===== config.mk =====
export PLATFORM = sky130hd
export DESIGN_NAME = onewire_multichannel_temp_reader
export DESIGN_NICKNAME = d
export VERILOG_FILES = /design/src/hw/rtl/owtr_pkg.sv /design/src/hw/rtl/owtr_dp.sv /design/src/hw/rtl/owtr_ctrl.sv /design/src/hw/rtl/onewire_multichannel_temp_reader.sv
export SDC_FILE = /design/constraint.sdc
export NUM_CORES = 2
export LEC_CHECK = 0
export BUFFER_PORTS_ARGS = -buffer_cell sky130_fd_sc_hd__buf_2
export CORE_ASPECT_RATIO = 1.4
export CORE_UTILIZATION = 45
export DETAILED_ROUTE_END_ITERATION = 7
export GPL_ROUTABILITY_DRIVEN = 0
export GPL_TIMING_DRIVEN = 1
export PLACE_DENSITY = 0.57
export REMOVE_ABC_BUFFERS = 1
export SLEW_MARGIN = 20
export SYNTH_ARGS = -nofsm -noshare
export SYNTH_HDL_FRONTEND = slang
export SYNTH_SLANG_ARGS = --single-unit

===== constraint.sdc =====
create_clock -name clk -period 9.6 [get_ports clk]
set_input_delay 0.96 -clock clk [delete_from_list [all_inputs] [get_ports clk]]
set_output_delay 0.96 -clock clk [all_outputs]
set_load 0.1 [all_outputs]

===== src/hw/rtl/owtr_pkg.sv =====
// Shared types, codes and constants of the multichannel 1-Wire temperature reader.
package owtr_pkg;

  typedef enum logic [2:0] {
    PH_IDLE     = 3'd0,
    PH_RESET1   = 3'd1,
    PH_CONVERT  = 3'd2,
    PH_WAIT     = 3'd3,
    PH_RESET2   = 3'd4,
    PH_READCMD  = 3'd5,
    PH_READDATA = 3'd6
  } phase_t;

  typedef enum logic [2:0] {
    FL_IDLE,
    FL_F1,
    FL_F2,
    FL_F3
  } flow_t;

  localparam logic       KIND_BUS    = 1'b0;
  localparam logic       KIND_REPORT = 1'b1;

  localparam logic [1:0] DRV_LEAVE   = 2'd0;
  localparam logic [1:0] DRV_LOW     = 2'd1;
  localparam logic [1:0] DRV_RELEASE = 2'd2;

  localparam logic [1:0] ST_BUSY     = 2'd0;
  localparam logic [1:0] ST_DONE     = 2'd1;
  localparam logic [1:0] ST_NOPRES   = 2'd2;

  localparam logic [1:0] UK_RANGE    = 2'd0;
  localparam logic [1:0] UK_GLITCH   = 2'd1;
  localparam logic [1:0] UK_DIRECT   = 2'd2;
  localparam logic [1:0] UK_SMOOTH   = 2'd3;

  localparam logic       OP_START    = 1'b0;

  localparam logic [7:0] CMD_SKIP_ROM   = 8'hCC;
  localparam logic [7:0] CMD_START_CONV = 8'h44;
  localparam logic [7:0] CMD_READ_SP    = 8'hBE;

  localparam logic [13:0] T_START    = 14'd20;
  localparam logic [13:0] T_RESET    = 14'd500;
  localparam logic [13:0] T_PRES     = 14'd40;
  localparam logic [13:0] T_PRES_END = 14'd460;
  localparam logic [13:0] T_SHORT    = 14'd5;
  localparam logic [13:0] T_SLOT     = 14'd60;
  localparam logic [13:0] T_CONV     = 14'd10000;
  localparam logic [13:0] T_READ_END = 14'd55;

  localparam int          OUT_DW     = 40;
  localparam logic [23:0] RECIP_100  = 24'd10737419;
  localparam int          RECIP_SH   = 30;
  localparam logic [23:0] NUM_OFFSET = 24'd4000050;
  localparam logic [15:0] Q_OFFSET   = 16'd40000;

  typedef struct packed {
    logic        load_bus;
    logic [1:0]  drive;
    logic [13:0] timer;
    logic [1:0]  status;
    logic        bus_last;
    logic        sample;
    logic [3:0]  bit_idx;
    logic [7:0]  levels;
    logic [3:0]  n_active;
    logic        filt_load;
    logic        filt_mult;
    logic        filt_commit;
    logic [2:0]  ch;
    logic        rep_last;
  } ctrl_cmd_t;

  typedef struct packed {
    logic out_full;
  } dp_status_t;

endpackage


===== src/hw/rtl/owtr_dp.sv =====
// Datapath: raw readings, per-channel filter state, filter arithmetic and output register.
module owtr_dp #(
  parameter int CHANNELS = 8
) (
  input  logic                     clk,
  input  logic                     rst_n,
  input  owtr_pkg::ctrl_cmd_t      cmd,
  output owtr_pkg::dp_status_t     sts,
  output logic                     out_tvalid,
  input  logic                     out_tready,
  output logic [owtr_pkg::OUT_DW-1:0] out_tdata,
  output logic                     out_tuser,
  output logic                     out_tlast
);

  localparam int LANES = (CHANNELS < 8) ? CHANNELS : 8;

  logic [15:0] raw_r  [LANES];
  logic [15:0] filt_r [LANES];
  logic [LANES-1:0] pres_r;

  logic        out_valid_r;
  logic [owtr_pkg::OUT_DW-1:0] out_data_r;
  logic        out_kind_r, out_last_r;

  logic [1:0]  kind_r;
  logic [15:0] t_r;
  logic [23:0] x_r;
  logic [47:0] prod_r;

  // Stage one of the filter.
  logic signed [15:0] raw_s, f_s;
  logic signed [20:0] t_w, dt_w, adt_w;
  logic signed [24:0] num_w;
  logic [1:0]  kind_w;
  logic [15:0] q_w, newval_w;

  always_comb begin
    raw_s = $signed(raw_r[cmd.ch]);
    f_s   = $signed(filt_r[cmd.ch]);
    t_w   = 21'(raw_s) <<< 4;
    dt_w  = 21'(f_s) - t_w;
    adt_w = dt_w[20] ? -dt_w : dt_w;
    num_w = 25'(t_w) * 25'sd5 + 25'(f_s) * 25'sd95;
    if (raw_s < -16'sd480 || raw_s > 16'sd1280) begin
      kind_w = owtr_pkg::UK_RANGE;
    end else if (pres_r[cmd.ch]) begin
      if (raw_s == -16'sd1 && adt_w > 21'sd256) kind_w = owtr_pkg::UK_GLITCH;
      else if (adt_w < 21'sd768) kind_w = owtr_pkg::UK_DIRECT;
      else kind_w = owtr_pkg::UK_SMOOTH;
    end else if (raw_s > -16'sd480) begin
      kind_w = owtr_pkg::UK_DIRECT;
    end else begin
      kind_w = owtr_pkg::UK_RANGE;
    end
    // Floor of the offset numerator over 100, then the offset taken back out.
    q_w = 16'(prod_r >> owtr_pkg::RECIP_SH) - owtr_pkg::Q_OFFSET;
    case (kind_r)
      owtr_pkg::UK_DIRECT: newval_w = t_r;
      owtr_pkg::UK_SMOOTH: newval_w = q_w;
      default:             newval_w = filt_r[cmd.ch];
    endcase
  end

  always_ff @(posedge clk) begin
    if (cmd.filt_load) begin
      kind_r <= kind_w;
      t_r    <= t_w[15:0];
      x_r    <= 24'(num_w) + owtr_pkg::NUM_OFFSET;
    end
    if (cmd.filt_mult) prod_r <= 48'(x_r) * 48'(owtr_pkg::RECIP_100);
    if (cmd.sample) begin
      for (int i = 0; i < LANES; i++) begin
        if (4'(i) < cmd.n_active) raw_r[i][cmd.bit_idx] <= cmd.levels[i];
      end
    end
    if (cmd.load_bus) begin
      out_data_r <= {2'b00, 1'b0, 16'h0000, 3'b000, cmd.status, cmd.timer, cmd.drive};
      out_kind_r <= owtr_pkg::KIND_BUS;
      out_last_r <= cmd.bus_last;
    end else if (cmd.filt_commit) begin
      out_data_r <= {kind_r, pres_r[cmd.ch] | (kind_r == owtr_pkg::UK_DIRECT), newval_w,
                     cmd.ch, owtr_pkg::ST_BUSY, 14'd0, owtr_pkg::DRV_LEAVE};
      out_kind_r <= owtr_pkg::KIND_REPORT;
      out_last_r <= cmd.rep_last;
    end
  end

  always_ff @(posedge clk) begin
    if (!rst_n) begin
      pres_r      <= '0;
      out_valid_r <= 1'b0;
      for (int i = 0; i < LANES; i++) filt_r[i] <= 16'h0000;
    end else begin
      if (cmd.filt_commit) begin
        filt_r[cmd.ch] <= newval_w;
        if (kind_r == owtr_pkg::UK_DIRECT) pres_r[cmd.ch] <= 1'b1;
      end
      if (cmd.load_bus || cmd.filt_commit) out_valid_r <= 1'b1;
      else if (out_tready) out_valid_r <= 1'b0;
    end
  end

  assign sts.out_full = out_valid_r;
  assign out_tvalid   = out_valid_r;
  assign out_tdata    = out_data_r;
  assign out_tuser    = out_kind_r;
  assign out_tlast    = out_last_r;

endmodule


===== src/hw/rtl/owtr_ctrl.sv =====
// Controller: bus sequencer for the 1-Wire phases and report flow state machine.
module owtr_ctrl #(
  parameter int CHANNELS   = 8,
  parameter int READ_BITS  = 40,
  parameter int POLL_LIMIT = 80
) (
  input  logic                 clk,
  input  logic                 rst_n,
  input  logic                 in_tvalid,
  output logic                 in_tready,
  input  logic [7:0]           in_tdata,
  input  logic                 in_tuser,
  input  logic                 cfg_valid,
  input  logic [3:0]           cfg_data,
  input  owtr_pkg::dp_status_t sts,
  output owtr_pkg::ctrl_cmd_t  cmd
);

  localparam logic [3:0] LANES = 4'((CHANNELS < 8) ? CHANNELS : 8);

  owtr_pkg::phase_t phase_r, phase_nxt;
  owtr_pkg::flow_t  flow_r, flow_nxt;
  logic [1:0] sub_r, sub_nxt;
  logic [6:0] bc_r, bc_nxt, bc_inc;
  logic [3:0] act_r;
  logic [2:0] ch_r, ch_nxt;
  logic [3:0] n_w;
  logic [7:0] mask_w;
  logic       all_high, accept, cbit, fin;
  logic       filt_load_w, filt_mult_w, filt_commit_w;
  logic [15:0] cmd_word;

  always_comb begin
    n_w = (act_r > LANES) ? LANES : act_r;
    for (int i = 0; i < 8; i++) mask_w[i] = 4'(i) < n_w;
    all_high = (in_tdata & mask_w) == mask_w;
    cmd_word = {(phase_r == owtr_pkg::PH_CONVERT) ? owtr_pkg::CMD_START_CONV
                                                  : owtr_pkg::CMD_READ_SP,
                owtr_pkg::CMD_SKIP_ROM};
    cbit   = cmd_word[bc_r[3:0]];
    bc_inc = bc_r + 7'd1;
  end

  assign accept = in_tvalid && in_tready;

  // Bus sequencer.
  always_comb begin
    phase_nxt = phase_r;
    sub_nxt   = sub_r;
    bc_nxt    = bc_r;
    fin       = 1'b0;
    cmd       = '0;
    cmd.levels      = in_tdata;
    cmd.n_active    = n_w;
    cmd.bit_idx     = bc_r[3:0];
    cmd.ch          = ch_r;
    cmd.rep_last    = ({1'b0, ch_r} == n_w - 4'd1);
    cmd.filt_load   = filt_load_w;
    cmd.filt_mult   = filt_mult_w;
    cmd.filt_commit = filt_commit_w;
    if (accept) begin
      cmd.load_bus = 1'b1;
      if (in_tuser == owtr_pkg::OP_START) begin
        if (phase_r == owtr_pkg::PH_IDLE && n_w != 4'd0) begin
          bc_nxt    = '0;
          phase_nxt = owtr_pkg::PH_RESET1;
          sub_nxt   = '0;
          cmd.timer = owtr_pkg::T_START;
        end
      end else begin
        unique case (phase_r)
          owtr_pkg::PH_RESET1: begin
            if (sub_r == 2'd0) begin
              sub_nxt = 2'd1; cmd.drive = owtr_pkg::DRV_LOW; cmd.timer = owtr_pkg::T_RESET;
            end else if (sub_r == 2'd1) begin
              sub_nxt = 2'd2; cmd.drive = owtr_pkg::DRV_RELEASE; cmd.timer = owtr_pkg::T_PRES;
            end else begin
              sub_nxt = '0;
              if (all_high) begin
                phase_nxt  = owtr_pkg::PH_IDLE;
                cmd.status = owtr_pkg::ST_NOPRES;
              end else begin
                phase_nxt = owtr_pkg::PH_CONVERT;
                bc_nxt    = '0;
                cmd.timer = owtr_pkg::T_PRES_END;
              end
            end
          end
          owtr_pkg::PH_CONVERT, owtr_pkg::PH_READCMD: begin
            if (sub_r == 2'd0) begin
              cmd.drive = owtr_pkg::DRV_LOW;
              if (cbit) begin
                cmd.timer = owtr_pkg::T_SHORT; sub_nxt = 2'd1;
              end else begin
                cmd.timer = owtr_pkg::T_SLOT; sub_nxt = 2'd2;
              end
            end else begin
              cmd.timer = (sub_r == 2'd1) ? owtr_pkg::T_SLOT : owtr_pkg::T_SHORT;
              sub_nxt   = '0;
              cmd.drive = owtr_pkg::DRV_RELEASE;
              bc_nxt    = bc_inc;
              if (bc_inc == 7'd16) begin
                phase_nxt = (phase_r == owtr_pkg::PH_CONVERT) ? owtr_pkg::PH_WAIT
                                                              : owtr_pkg::PH_READDATA;
                bc_nxt    = '0;
              end
            end
          end
          owtr_pkg::PH_WAIT: begin
            if (sub_r == 2'd0) begin
              sub_nxt = 2'd1; cmd.drive = owtr_pkg::DRV_RELEASE; cmd.timer = owtr_pkg::T_CONV;
            end else if (sub_r == 2'd1) begin
              sub_nxt = 2'd2; cmd.drive = owtr_pkg::DRV_LOW; cmd.timer = owtr_pkg::T_SHORT;
            end else if (sub_r == 2'd2) begin
              sub_nxt = 2'd3; cmd.drive = owtr_pkg::DRV_RELEASE; cmd.timer = owtr_pkg::T_SHORT;
            end else begin
              sub_nxt   = '0;
              cmd.timer = owtr_pkg::T_SHORT;
              // A line still held low means a sensor is still converting.
              if (!all_high && bc_inc < 7'(POLL_LIMIT)) begin
                bc_nxt = bc_inc;
              end else begin
                bc_nxt    = '0;
                phase_nxt = owtr_pkg::PH_RESET2;
              end
            end
          end
          owtr_pkg::PH_RESET2: begin
            if (sub_r == 2'd0) begin
              sub_nxt = 2'd1; cmd.drive = owtr_pkg::DRV_LOW; cmd.timer = owtr_pkg::T_RESET;
            end else begin
              sub_nxt   = '0;
              phase_nxt = owtr_pkg::PH_READCMD;
              bc_nxt    = '0;
              cmd.drive = owtr_pkg::DRV_RELEASE;
              cmd.timer = owtr_pkg::T_RESET;
            end
          end
          owtr_pkg::PH_READDATA: begin
            if (sub_r == 2'd0) begin
              sub_nxt = 2'd1; cmd.drive = owtr_pkg::DRV_LOW; cmd.timer = owtr_pkg::T_SHORT;
            end else if (sub_r == 2'd1) begin
              sub_nxt = 2'd2; cmd.drive = owtr_pkg::DRV_RELEASE; cmd.timer = owtr_pkg::T_SHORT;
            end else if (sub_r == 2'd2) begin
              sub_nxt    = 2'd3;
              cmd.sample = (bc_r < 7'd16);
              cmd.timer  = owtr_pkg::T_READ_END;
            end else begin
              sub_nxt = '0;
              if (bc_inc >= 7'(READ_BITS)) begin
                phase_nxt  = owtr_pkg::PH_IDLE;
                bc_nxt     = '0;
                cmd.status = owtr_pkg::ST_DONE;
                fin        = 1'b1;
              end else begin
                bc_nxt    = bc_inc;
                cmd.timer = owtr_pkg::T_SHORT;
              end
            end
          end
          default: phase_nxt = owtr_pkg::PH_IDLE;
        endcase
      end
      cmd.bus_last = !(fin && n_w != 4'd0);
    end
  end

  // Report flow: one channel at a time through the three filter steps.
  always_comb begin
    flow_nxt      = flow_r;
    ch_nxt        = ch_r;
    in_tready     = 1'b0;
    filt_load_w   = 1'b0;
    filt_mult_w   = 1'b0;
    filt_commit_w = 1'b0;
    unique case (flow_r)
      owtr_pkg::FL_IDLE: begin
        in_tready = !sts.out_full;
        if (accept && fin && n_w != 4'd0) begin
          flow_nxt = owtr_pkg::FL_F1;
          ch_nxt   = '0;
        end
      end
      owtr_pkg::FL_F1: begin
        filt_load_w = 1'b1;
        flow_nxt = owtr_pkg::FL_F2;
      end
      owtr_pkg::FL_F2: begin
        filt_mult_w = 1'b1;
        flow_nxt = owtr_pkg::FL_F3;
      end
      owtr_pkg::FL_F3: begin
        if (!sts.out_full) begin
          filt_commit_w = 1'b1;
          ch_nxt   = ch_r + 3'd1;
          flow_nxt = cmd.rep_last ? owtr_pkg::FL_IDLE : owtr_pkg::FL_F1;
        end
      end
      default: flow_nxt = owtr_pkg::FL_IDLE;
    endcase
  end

  always_ff @(posedge clk) begin
    if (!rst_n) begin
      phase_r <= owtr_pkg::PH_IDLE;
      flow_r  <= owtr_pkg::FL_IDLE;
      sub_r   <= '0;
      bc_r    <= '0;
      act_r   <= '0;
      ch_r    <= '0;
    end else begin
      phase_r <= phase_nxt;
      flow_r  <= flow_nxt;
      sub_r   <= sub_nxt;
      bc_r    <= bc_nxt;
      ch_r    <= ch_nxt;
      if (cfg_valid) act_r <= cfg_data;
    end
  end

  a_no_accept_in_reports: assert property (@(posedge clk) disable iff (!rst_n)
    flow_r != owtr_pkg::FL_IDLE |-> !accept)
    else $error("input word taken while reports are pending");
  a_done_starts_reports: assert property (@(posedge clk) disable iff (!rst_n)
    accept && fin && n_w != 4'd0 |=> flow_r == owtr_pkg::FL_F1 && ch_r == 3'd0)
    else $error("finished read did not start the report sequence");
  a_commit_fits: assert property (@(posedge clk) disable iff (!rst_n)
    cmd.filt_commit |-> !sts.out_full && {1'b0, ch_r} < n_w)
    else $error("report committed into a full output or past the active lines");

endmodule


===== src/hw/rtl/onewire_multichannel_temp_reader.sv =====
// Top level of the multichannel 1-Wire temperature reader.
// Usage: the in_ channel carries events. in_tuser is the opcode (0 = start a
// measurement, 1 = one-shot timer expired) and in_tdata the sampled line levels.
// Each event yields one bus word on the out_ channel (out_tuser = 0) with the
// drive action, the next timer delay and a status. When the last read slot
// finishes, that bus word is followed by one temperature report per active
// line (out_tuser = 1), in line order; out_tlast marks the final word of an event.
// The cfg_ channel sets the number of active lines; write it only while idle.
// Timing: the bus word of an event is registered and ready in the cycle after
// the event is taken; the output register must empty before the next event is
// taken. Each report passes through three filter steps (load, reciprocal
// multiply, commit), and the commit waits while the output register is full;
// after a finished read, the next event is taken only once the last report has
// left the output register.
// Reset clears the sequencer, the filter state and the output register.
// When the receiver stalls, the pending word holds and input stays blocked.
module onewire_multichannel_temp_reader #(
  parameter int CHANNELS   = 8,
  parameter int READ_BITS  = 40,
  parameter int POLL_LIMIT = 80
) (
  input  logic        clk,
  input  logic        rst_n,
  input  logic        in_tvalid,
  output logic        in_tready,
  input  logic [7:0]  in_tdata,   // line_levels[7:0]
  input  logic        in_tuser,   // opcode
  output logic        out_tvalid,
  input  logic        out_tready,
  // drive_action[1:0], timer_us[15:2], status[17:16], channel[20:18],
  // temperature[36:21], temp_valid[37], update_kind[39:38]
  output logic [39:0] out_tdata,
  output logic        out_tuser,  // kind
  output logic        out_tlast,
  input  logic        cfg_valid,
  output logic        cfg_ready,
  input  logic [3:0]  cfg_data    // active_channels
);

  owtr_pkg::ctrl_cmd_t  cmd;
  owtr_pkg::dp_status_t sts;

  assign cfg_ready = 1'b1;

  owtr_ctrl #(
    .CHANNELS   (CHANNELS),
    .READ_BITS  (READ_BITS),
    .POLL_LIMIT (POLL_LIMIT)
  ) u_ctrl (
    .clk       (clk),
    .rst_n     (rst_n),
    .in_tvalid (in_tvalid),
    .in_tready (in_tready),
    .in_tdata  (in_tdata),
    .in_tuser  (in_tuser),
    .cfg_valid (cfg_valid),
    .cfg_data  (cfg_data),
    .sts       (sts),
    .cmd       (cmd)
  );

  owtr_dp #(
    .CHANNELS (CHANNELS)
  ) u_dp (
    .clk        (clk),
    .rst_n      (rst_n),
    .cmd        (cmd),
    .sts        (sts),
    .out_tvalid (out_tvalid),
    .out_tready (out_tready),
    .out_tdata  (out_tdata),
    .out_tuser  (out_tuser),
    .out_tlast  (out_tlast)
  );

endmodule

# Word-level counts from Yosys, hierarchy flattened
# Memory sizes are Yosys's and may differ from the RTL's. A register that Yosys moved wholly into a read port is not among the register bits.
# Cells that the tools add are included.
# Widths: inputs -> output; s select.
dict set report word_totals {
  register_bits 157
  ram_bits 256
  input_bits 18
  output_inout_bits 45
  mem_count 2
}
dict set report classes {
  addsub 8
  n_mul 3
  order_cmp 21
  eq_ne 35
  n_mux 156
  n_bitwise 3
  reduce_logical 31
}
# name words word_bits read_ports rd_clocked_by_memory_dff wr line
set memory_table {}
lappend memory_table {u_dp.filt_r 8 16 1 1 8 owtr_dp.sv:19} ;# logic [15:0] filt_r [LANES];
lappend memory_table {u_dp.raw_r 8 16 1 1 8 owtr_dp.sv:18} ;# logic [15:0] raw_r [LANES];
# operator count
set op_table {}
lappend op_table {{$mux 16} 15}
lappend op_table {{$mux 7} 16}
lappend op_table {{$pmux 16 s5} 1}
lappend op_table {{$mux 3} 26}
lappend op_table {{$mux 14} 4}
lappend op_table {{$mux 1} 51}
lappend op_table {{$mul 24x24->46 const B} 1}
lappend op_table {{$mux 2} 22}
lappend op_table {{$mux 21} 2}
lappend op_table {{$mux 18} 2}
lappend op_table {{$ne 3x3->1 const B} 12}
lappend op_table {{$pmux 7 s5} 1}
lappend op_table {{$pmux 16 s2} 1}
lappend op_table {{$add 24x22->24 const B} 1}
lappend op_table {{$add 24x24->24} 1}
lappend op_table {{$mul 16x8->24 const B} 1}
lappend op_table {{$gt 21x10->1 const B} 1}
lappend op_table {{$lt 21x11->1 const B} 1}
lappend op_table {{$neg 21->21} 1}
lappend op_table {{$sub 16x20->21} 1}
lappend op_table {{$mul 16x4->20 const B} 1}
lappend op_table {{$eq 16x1->1 const B} 1}
lappend op_table {{$gt 16x10->1 const B} 1}
lappend op_table {{$gt 16x12->1 const B} 1}
lappend op_table {{59 further kinds} 92}

# Depth between registers and ports, before layout
dict set report logic_depth {
  depth_word 16
  ltp_mapped 35
  depth_no_buf 32
}

# Hierarchy
# From an unflattened synthesis, not the netlist that was laid out.
dict set report hier_totals {
  hier_cells 3112
  hier_area_um2 32697.6
}
# module n_inst cells_per_inst area_each_um2 seq_area_each_um2
set modules_own_cells {}
lappend modules_own_cells {owtr_dp 1 2789 30404.2 10520.1}
lappend modules_own_cells {owtr_ctrl 1 321 2282.2 420.4}
lappend modules_own_cells {onewire_multichannel_temp_reader 1 2 11.3 0.0}

# Worst setup path after synthesis
# Ideal clock, no wire load.
dict set report synth_path {
  path_type {reg2reg}
  start {register with a tool-made name}
  end {register u_dp.x_r[23] (data pin)}
  arrival_time_ns 7.898
  path_slack_ns 1.441
  stages_incl_launch_ff 36
  synth_period_minus_slack_ns 8.159
  path_cell_list {dfxtp_1 -> clkbuf_1 -> clkbuf_1 -> clkbuf_1 -> mux4_2 -> mux2i_1 -> inv_1 -> ha_1 -> ha_1 -> inv_1 -> fa_1 -> nor2b_1 -> o21a_1 -> o21ai_0 -> a21oi_1 -> o21ai_0 -> nand2b_1 -> xor2_1 -> fa_1 -> inv_1 -> fa_1 -> inv_1 -> fa_1 -> fa_1 -> inv_1 -> fa_1 -> inv_1 -> ha_1 -> a21o_1 -> a21o_1 -> a21oi_1 -> o21ai_0 -> a21o_1 -> a21oi_1 -> o21ai_0 -> xnor2_1}
}
# item line
set synth_rtl {}
lappend synth_rtl {{to (signal assigned)} owtr_dp.sv:69} ;# x_r <= 24'(num_w) + owtr_pkg::NUM_OFFSET;
lappend synth_rtl {{to (decl)} owtr_dp.sv:28} ;# logic [23:0] x_r;

==> impl_results.md <==
- Top-Level Pins: 63
- Switching pwr: 1.472 mW
- Logic gate share of total power: 0.299
- Max stage delay on crit path: 760 ps
- H-tree depth: 2
- Chip width: 229.8 microns
- Post-CTS setup buffer count: 0
- Clk root buf: clkbuf_16
- Final Util: 0.4895
- CTS Hold Bufs: 0
- Initial DRT Pass Iterations: 5
- Min-delay src: u_dp.out_tdata[38]
- CTS buffer count: 37
- Slowest cell on crit path: dfxtp_4
- CP endpoint kind: flip-flop
- Seq pwr share: 0.407
- CP Data Required Time: 9870 ps
- Worst-path clk slew: 60 ps
- Net Sw Frac: 0.3133
- Vias in the first global route: 23680
- Residual DRC: 0
- Maxcap violations: 0
- # port buffers: 59
- Largest net degree at the start of global routing: 53
- Worst Skew: 25.82 ps
- VDD IR max: 0.1551 mV
- Post-synthesis area per instance: 10.92 sq um
- Seq/Total Area, Yosys: 0.3319
- Share of layout cells above drive strength 1: 0.08207
- Synth Flop Type: edfxtp_1
- Highest clock rate: 120.1 MHz
- Row cnt: 116
- Post-synth EDFFs: 324
- Startpoint types: flip-flop
- Synth warn: 0
- CTS tree: done
- Worst hold margin: 458.8 ps
- R2r worst-path depth: 33
- Worst reg2reg setup slack: 1270 ps
- Hold path cells: 2
- Hold Path End: u_dp.out_tdata[38]
- Endpoints failing hold: 0
- Die Ht: 320.9 microns
- Crit share post-route: 0.8675
- Avg Vias per Cell: 5.504
- Core ar.: 71700 sq um
- Worst-Margin Slew: 1239 ps
- Global route overflow: 0
- First-pass GRT wire length: 132300 microns
- Yosys reg bits: 380
- Clk sinks: 380
- Fraction of registers with async set/reset: 0
- Fill cell count: 6559
- Critical path class: reg2reg
- Routed wire length: 84920 microns
- N_diodes: 0
- Status: complete, no violations
- Starting DRC count in detailed routing: 1326
- Dpl hpwl: 65110 microns
- Leak: 15.11 nW
- Routed len/inst: 21.28 microns
- Endpoints failing setup: 0
- Initial core utilization: 0.4560
- Post_cts resized: 0
- Die ar.: 73750 sq um
- Worst skew pair latency: 540 ps
- All-Layer GR Usage: 0.2347
- Mapped cell area: 32690 sq um
- Clk pwr share: 0.294
- Clock Tree Buf Depth: 3
- Post-synthesis cell type count: 88
- Pint: 3.227 mW
- Initial antenna violation count: 0
- Max Slew Vio Count: 0
- Min Tclk post-route: 8328 ps
- Reg-to-reg endpoint: u_dp.x_r[23]
- Crit Path Max Fanout: 31
- Hold Path Class: reg2reg
- Total power per unit cell area: 133.9 nW/um^2
- Synthesis-to-finish area growth: 7.352%
- CP delay by family, top: adder cells
- Worst EP arrival: 8600 ps
- RSZ-0062 raised after global routing: false
- Final nets: 3738
- Vias: 21960
- Number of nets still failing antenna checks after routing: 0
- Mapped Cells: 2994
- Rel. slew slack: 0.1664
- Worst Path Buf+Inv: 7
## flip-flops by register name (all words and copies together) (netlist names), named ones only
signal           count
u_dp.filt_r        128
u_dp.raw_r         128
u_dp.out_tdata      35
u_dp.x_r            24
u_dp.prod_r         16
u_dp.t_r            12
u_dp.pres_r          8
u_ctrl.bc_r          7
u_ctrl.act_r         4
u_ctrl.ch_r          3
u_ctrl.phase_r       3
u_ctrl.flow_r        2
u_ctrl.sub_r         2
u_dp.kind_r          2
u_dp.out_tlast       1
u_dp.out_tuser       1
u_dp.out_tvalid      1
## synthesized netlist by cell type, drive strengths merged, types with 4 or more instances
master | instances | share of area
inv | 529 | 0.061
ha | 395 | 0.15
nor2 | 339 | 0.039
edfxtp | 324 | 0.30
fa | 306 | 0.19
nand2 | 133 | 0.015
a21oi | 103 | 0.016
nor3 | 82 | 0.013
o21ai | 78 | 0.012
clkbuf | 76 | 0.0087
mux4 | 66 | 0.046
dfxtp | 56 | 0.034
xnor2 | 54 | 0.014
nand3 | 34 | 0.0052
mux2i | 33 | 0.010
nor2b | 32 | 0.0061
a21o | 30 | 0.0069
xor2 | 29 | 0.0078
a211oi | 20 | 0.0047
a31oi | 19 | 0.0036
buf | 18 | 0.0031
o21a | 17 | 0.0039
nand4 | 15 | 0.0029
and3 | 14 | 0.0027
mux2 | 13 | 0.0045
nand2b | 13 | 0.0025
nor4 | 13 | 0.0029
and2 | 11 | 0.0021
o21bai | 10 | 0.0023
a21boi | 9 | 0.0021
o211ai | 9 | 0.0022
or2 | 9 | 0.0017
nor3b | 8 | 0.0020
o22ai | 8 | 0.0015
or3 | 8 | 0.0017
o2111ai | 7 | 0.0019
o31ai | 7 | 0.0016
or4 | 6 | 0.0014
a2111oi | 4 | 0.0013
a211o | 4 | 0.0011
a22oi | 4 | 0.00092
## cell usage in the layout, fill, tap and decap left out, drive strengths merged, types with 7 or more instances in the layout
master     n
clkinv    15
o2111ai    7
a211oi    20
or3        8
mux4      66
nor3      82
ha       395
and2      11
mux2i     33
o211ai     9
xnor2     54
nand2    133
nor2     339
buf       79
fa       306
nand3     34
nand4     15
dfxtp     56
xor2      29
clkbuf    47
nor3b      8
and3      14
edfxtp   324
or2        9
nor4      13
a21boi     9
nor2b     32
o21a      17
o21bai    10
o31ai      7
o21ai     78
a21oi    103
nand2b    13
o22ai      8
a31oi     19
inv      531
a21o      30
mux2      13
## power by group through the flow
stage	Sequential (mW)	Clock [mW]	Combinational, mW
3_3_place_gp	1.95	0	1.40
3_5_place_dp	1.95	0	1.41
2_1_floorplan	1.98	0	1.07
6_report	1.91	1.38	1.41
5_1_grt	1.92	1.46	1.60
4_1_cts	1.91	1.41	1.42
## through the flow
step	total power, mW	instance area (sq um)	setup TNS, ps	instances	setup WS [ps]
finish	4.699	35100	0	3990	1272
global route	4.982	35100	0	3990	756.2
CTS	4.745	35100	0	3990	1298
detailed placement	3.360	33980	0	3924	1338
global placement	3.348	33980	0	3924	1403
floorplan	3.046	32310	-369.3	2901	-278.9
## final cells by class
| class | count | area, sq um | area share |
|---|---|---|---|
| sequential | 380 | 10860 | 0.3093 |
| multi-input combinational | 1992 | 19510 | 0.5558 |
| timing repair buffer | 79 | 445.4 | 0.01269 |
| inverter | 529 | 1986 | 0.05658 |
| clock inverter | 19 | 115.1 | 0.003280 |
| clock buffer | 47 | 1005 | 0.02863 |
| tap | 944 | 1181 | 0.03365 |
## tightest hold or removal path, stage by stage, from the launching register on
cell and delay [ps]:
dfxtp_1 310, nand2_1 50, a21oi_1 50
## metal layers
metal  vias to the layer above  global-route usage  part of all wire
met5                         -                   0                 0
met4                         0             0.09507             0.042
met3                       157             0.01782             0.035
met2                       573              0.4640              0.56
met1                     11030              0.2543              0.36
li1                      10200                   -                 -
## kinds of logic after synthesis
family,count (synthesis),share of synthesized area
adder cells (fa/ha/maj),702,0.3389
other,2,0.0002297
buffers and inverters,623,0.07260
flip-flops,380,0.3319
AND/OR/NAND/NOR,730,0.1023
AO/OA/AOI/OAI,362,0.07176
XOR/XNOR,83,0.02224
multiplexers,112,0.06016
## worst max-delay path by stage
| stage | from | endpoint | depth (start not counted) | slack [ps] |
|---|---|---|---|---|
| after floorplan | flip-flop | u_dp.x_r[23] | 32 | -280 |
| after global placement | flip-flop | u_dp.x_r[23] | 33 | 1400 |
| after detailed placement | flip-flop | u_dp.x_r[22] | 24 | 1340 |
| after CTS | flip-flop | u_dp.x_r[23] | 33 | 1300 |
| after global routing | flip-flop | u_dp.x_r[23] | 33 | 760 |
| final | flip-flop | u_dp.x_r[23] | 33 | 1270 |
Note: power is estimated with default switching activity, not from simulation.
